<file path="src/sv/aarm_pkg.sv">
`default_nettype none

package aarm_pkg;

  // Axis choice codes
  localparam logic [1:0] OP_ARB = 2'd0;
  localparam logic [1:0] OP_X   = 2'd1;
  localparam logic [1:0] OP_Y   = 2'd2;
  localparam logic [1:0] OP_Z   = 2'd3;

  // Normalizer: one root bit per sqrt step, one quotient bit per divide step
  localparam int unsigned SQ_STEPS = 30;
  localparam int unsigned DV_STEPS = 29;
  localparam int unsigned NORM_LAT = SQ_STEPS + DV_STEPS + 2;

  localparam logic signed [33:0] PI_Q30      = 34'sd3373259426;
  localparam logic signed [33:0] HALF_PI_Q30 = 34'sd1686629713;
  localparam logic signed [33:0] GAIN_Q30    = 34'sd652032874;

  localparam logic signed [31:0] ONE_Q28 = 32'sd268435456;
  localparam logic signed [63:0] ONE_Q56 = 64'sh0100_0000_0000_0000;
  localparam logic signed [63:0] RND_Q42 = 64'sh0000_0200_0000_0000;
  localparam logic signed [15:0] ONE_Q14 = 16'sd16384;

  function automatic logic [29:0] atan_q30(input logic [4:0] idx);
    logic [29:0] v;
    case (idx)
      5'd0:  v = 30'd843314856;
      5'd1:  v = 30'd497837829;
      5'd2:  v = 30'd263043836;
      5'd3:  v = 30'd133525158;
      5'd4:  v = 30'd67021686;
      5'd5:  v = 30'd33543515;
      5'd6:  v = 30'd16775850;
      5'd7:  v = 30'd8388437;
      5'd8:  v = 30'd4194282;
      5'd9:  v = 30'd2097149;
      5'd10: v = 30'd1048575;
      5'd11: v = 30'd524287;
      5'd12: v = 30'd262143;
      5'd13: v = 30'd131071;
      5'd14: v = 30'd65535;
      5'd15: v = 30'd32767;
      5'd16: v = 30'd16383;
      5'd17: v = 30'd8191;
      5'd18: v = 30'd4095;
      5'd19: v = 30'd2047;
      5'd20: v = 30'd1023;
      5'd21: v = 30'd511;
      5'd22: v = 30'd255;
      5'd23: v = 30'd127;
      default: v = 30'd0;
    endcase
    return v;
  endfunction

endpackage

`default_nettype wire

</file>
<file path="src/sv/aarm_cordic.sv">
`default_nettype none

module aarm_cordic #(
  parameter int unsigned STAGES = 16
) (
  input  wire logic               clk_i,
  input  wire logic               en_i,
  input  wire logic signed [15:0] angle_i,
  output logic signed [31:0]      w_o,
  output logic signed [31:0]      s_o
);
  import aarm_pkg::*;

  logic signed [33:0] x_q   [STAGES+1];
  logic signed [33:0] y_q   [STAGES+1];
  logic signed [33:0] z_q   [STAGES+1];
  logic               neg_q [STAGES+1];
  logic signed [33:0] h;
  logic signed [33:0] c_x;
  logic signed [33:0] c_y;
  logic signed [31:0] w_q;
  logic signed [31:0] s_q;

  // Half angle in Q30, folded into [-pi/2, pi/2]
  assign h = {angle_i[15], angle_i, 17'd0};

  always_ff @(posedge clk_i) begin
    if (en_i) begin
      x_q[0] <= GAIN_Q30;
      y_q[0] <= '0;
      if (h > HALF_PI_Q30) begin
        z_q[0]   <= h - PI_Q30;
        neg_q[0] <= 1'b1;
      end else if (h < -HALF_PI_Q30) begin
        z_q[0]   <= h + PI_Q30;
        neg_q[0] <= 1'b1;
      end else begin
        z_q[0]   <= h;
        neg_q[0] <= 1'b0;
      end
    end
  end

  for (genvar i = 0; i < STAGES; i++) begin : g_step
    logic signed [33:0] at;
    assign at = signed'({4'd0, atan_q30(5'(i))});
    always_ff @(posedge clk_i) begin
      if (en_i) begin
        neg_q[i+1] <= neg_q[i];
        if (!z_q[i][33]) begin
          x_q[i+1] <= x_q[i] - (y_q[i] >>> i);
          y_q[i+1] <= y_q[i] + (x_q[i] >>> i);
          z_q[i+1] <= z_q[i] - at;
        end else begin
          x_q[i+1] <= x_q[i] + (y_q[i] >>> i);
          y_q[i+1] <= y_q[i] - (x_q[i] >>> i);
          z_q[i+1] <= z_q[i] + at;
        end
      end
    end
  end

  assign c_x = neg_q[STAGES] ? -x_q[STAGES] : x_q[STAGES];
  assign c_y = neg_q[STAGES] ? -y_q[STAGES] : y_q[STAGES];

  always_ff @(posedge clk_i) begin
    if (en_i) begin
      w_q <= c_x[33:2];
      s_q <= c_y[33:2];
    end
  end

  assign w_o = w_q;
  assign s_o = s_q;

endmodule

`default_nettype wire

</file>
<file path="config.mk">
export PLATFORM = sky130hd
export DESIGN_NAME = aarm_cordic
export DESIGN_NICKNAME = d
export VERILOG_FILES = /design/src/sv/aarm_pkg.sv /design/src/sv/aarm_cordic.sv
export SDC_FILE = /design/constraint.sdc
export NUM_CORES = 2
export LEC_CHECK = 0
export CAP_MARGIN = 25
export CORE_UTILIZATION = 45
export DETAILED_ROUTE_END_ITERATION = 8
export DONT_BUFFER_PORTS = 1
export SETUP_SLACK_MARGIN = 0.2
export SYNTH_ARGS = -nofsm -noshare
export SYNTH_HDL_FRONTEND = slang
export SYNTH_SLANG_ARGS = --single-unit
</file>
<file path="constraint.sdc">
create_clock -name clk_i -period 10.01 [get_ports clk_i]
set_clock_uncertainty 0.05 [all_clocks]
set_input_delay 0 -clock clk_i [delete_from_list [all_inputs] [get_ports clk_i]]
set_output_delay 0 -clock clk_i [all_outputs]
set_load 0.02 [all_outputs]
</file>
==> results_dict.tcl <==
set metrics [dict create \
    crit_top_cell "buf_4" \
    routed_wl_um 333000 \
    slowest_delay_ps 720 \
    place_congestion 0.938 \
    hold_buffers 33 \
    fin_crit_ps 6630 \
    hold_path_class "in -> reg" \
    cts_root_buffer "clkbuf_16" \
    final_cells 17100 \
    synth_flop_cell "edfxtp_1" \
    worstSetupStartpoint "en_i" \
    clock_latency_ps 890 \
    crit_fanout 115 \
    grt_max_degree 187 \
    finish.utilization_pct 49.1 \
    rsz0062_at_grt "false" \
    fin_crit_sh_pct 66.3 \
    gr-total-overflow 0 \
    ys_seq_area_share_pct 36.5 \
    crit_type "in -> reg" \
    status "completed" \
    syn_nets 14600 \
    cp_slowest_cell "buf_4" \
    ctsResizeCount 0 \
    core_um2 283000 \
    syn_area_um2 128000 \
    die_w_um 535 \
    antenna_found_initial 7 \
    final.setup.worst_slack_ps 3380 \
    drv_slew 0 \
    dr.pass1.iters 6 \
    area_growth_pct 8.45 \
    synth_edf_count 1557 \
    synthArstFlopShare_pct 0 \
    top_level_ports 82 \
    die_y_um 535 \
    worstHoldPathCells 2 \
    tns_ps 0 \
    grt_use_total_pct 22.7 \
    slew-limit-headroom_pct 24.6 \
    synthCells 13100 \
    tightest_slew_ps 1130 \
    cts-htree-levels 4 \
    drive_above_1_share_pct 3.85 \
    setup_viol 0 \
    cts_buffer_depth 4 \
    arrival_ps 7210 \
    cts_buffers 187 \
    pre_cts_ws_ps 3230 \
    dpl.cell_count 16700 \
    cts_tree "yes" \
    clk_pin_slew_ps 60 \
    cts_num_sinks 1557 \
    grt_pass1_vias 96300 \
    cts_setup_buffers 0 \
    ant_nets 0 \
    placementRows 195 \
    cp_cell_sequence "dlygate4sd3_1, buf_16, buf_4, buf_4, nand2_2, buf_4, inv_2, buf_4, a21oi_1, xnor2_1, ha_1, a21o_1, a21o_1, a21oi_1, a31oi_1, o41ai_1, a31oi_1, a221oi_1, nor2b_1, nor2_1, a211oi_1, xnor2_1" \
    route.detailed.drc 0 \
    finalHoldViolCount 0 \
    nets 14700 \
    ys.warnings.count 0 \
    ys_ff_latch 1557 \
    drv_cap 0 \
    crit_required_ps 10580 \
    min-delay-start "angle_i[14]" \
    die_area_um2 286000 \
    syn_avg_cell_area_um2 9.74 \
    vias_per_cell 5.80 \
    start_util_pct 45.3 \
    r2r_cells 21 \
    drt_first_iter_violations 6498 \
    vias 99100 \
    fmax_ghz 0.151 \
    reg2reg_from "y_q[4][4]$_DFFE_PP_" \
    grt_pass1_wl_um 527000 \
    route.detailed.wl_per_inst_um 19.5 \
    hpwlAfterDp_um 263000 \
    critPathLaunchType "primary input" \
    worst_setup_path_end_kind "register" \
    yosysUniqueCellTypes 83 \
    io_buffer_count 0 \
]
==> cells in the mapped netlist, types with 59 or more instances <==
cell	instances	area share (%)
a211oi_1	105	0.62
a21boi_0	64	0.38
a21o_1	695	4.1
a21oi_1	1350	5.3
a31oi_1	113	0.55
and3_1	129	0.63
clkbuf_1	202	0.59
edfxtp_1	1557	37
ha_1	1426	14
inv_1	515	1.5
nand2_1	739	2.2
nand2b_1	209	1.0
nand3_1	202	0.79
nand4_1	105	0.51
nor2_1	957	2.8
nor2b_1	191	0.93
nor3_1	274	1.1
nor4_1	79	0.39
o21a_1	181	1.1
o21ai_0	755	3.0
o21bai_1	163	0.96
o31ai_1	148	0.87
o41ai_1	65	0.44
or2_2	59	0.29
or3_1	105	0.51
xnor2_1	1315	9.0
xor2_1	628	4.3
==> path summary, 6_finish.rpt <==
path	slack, ps	endpoint
hold reg to reg	370	neg_q[1][1]$_DFFE_PP_
setup / recovery	3380	y_q[3][32]$_DFFE_PP_
hold / removal	50	z_q[0][31]$_DFFE_PP_
setup reg to reg	3840	x_q[5][33]$_DFFE_PP_
==> layout by cell type, fill, tap and decap left out, drive strengths merged, types with 64 or more instances in the layout <==
cell	n
a211oi	105
a21boi	64
a21o	695
a21oi	1350
a31oi	113
and3	129
buf	66
clkbuf	218
clkinv	77
edfxtp	1557
ha	1426
inv	523
nand2	739
nand2b	209
nand3	202
nand4	105
nor2	957
nor2b	191
nor3	274
nor4	79
o21a	181
o21ai	761
o21bai	163
o31ai	149
o41ai	65
or3	110
xnor2	1315
xor2	628
==> critical path, delay by kind of cell <==
family	cells	cell delay [ps]
simple gates	3	410
fa+ha+maj	1	360
buf+inv	7	3360
xor+xnor	2	270
compound gates	9	2480
==> cells by family (layout without fill, tap and decap cells) <==
| group | after synthesis | count (layout) | synth area share [%] |
|---|---|---|---|
| compound gates | 4060 | 4060 | 20.1 |
| mux | 94 | 94 | 0.775 |
| fa+ha+maj | 1470 | 1470 | 14.6 |
| simple gates | 3265 | 3265 | 12.5 |
| buf+inv | 752 | 958 | 2.21 |
| xor+xnor | 1943 | 1943 | 13.3 |
| flops | 1557 | 1557 | 36.5 |
| other cells | 0 | 5 | 0 |
==> layout make-up <==
class,instances,area [um2]
Antenna cell,5,12.5
Clock buffer,218,4820
Clock inverter,119,1290
Fill cell,25900,144000
Inverter,522,1960
Multi-Input combinational cell,10800,78400
Sequential cell,1557,46800
Tap cell,3743,4680
Timing Repair Buffer,99,862
==> state kept, by name, summed over array words and instances, names as in the netlist <==
name	flops
x_q	484
s_o	32
w_o	32
z_q	481
neg_q	17
y_q	511
==> metal layers <==
layer	up-vias	global-route usage, %	wire [um]
li1	49100	-	-
met1	47100	28.9	146000
met2	2302	39.6	159000
met3	555	2.39	14900
met4	2	8.58	12700
met5	-	0	12
==> through the flow <==
stage	area, um2	hold slack (ps)
3_3_place_gp	132000	148
3_5_place_dp	132000	153
2_1_floorplan	128000	62.5
5_1_grt	139000	80.4
4_1_cts	139000	13.1
6_report	139000	52.9
Power is left out: the tool's default activity adds up to more than one toggle a clock period on the data nets, which glitch-free logic cannot reach.
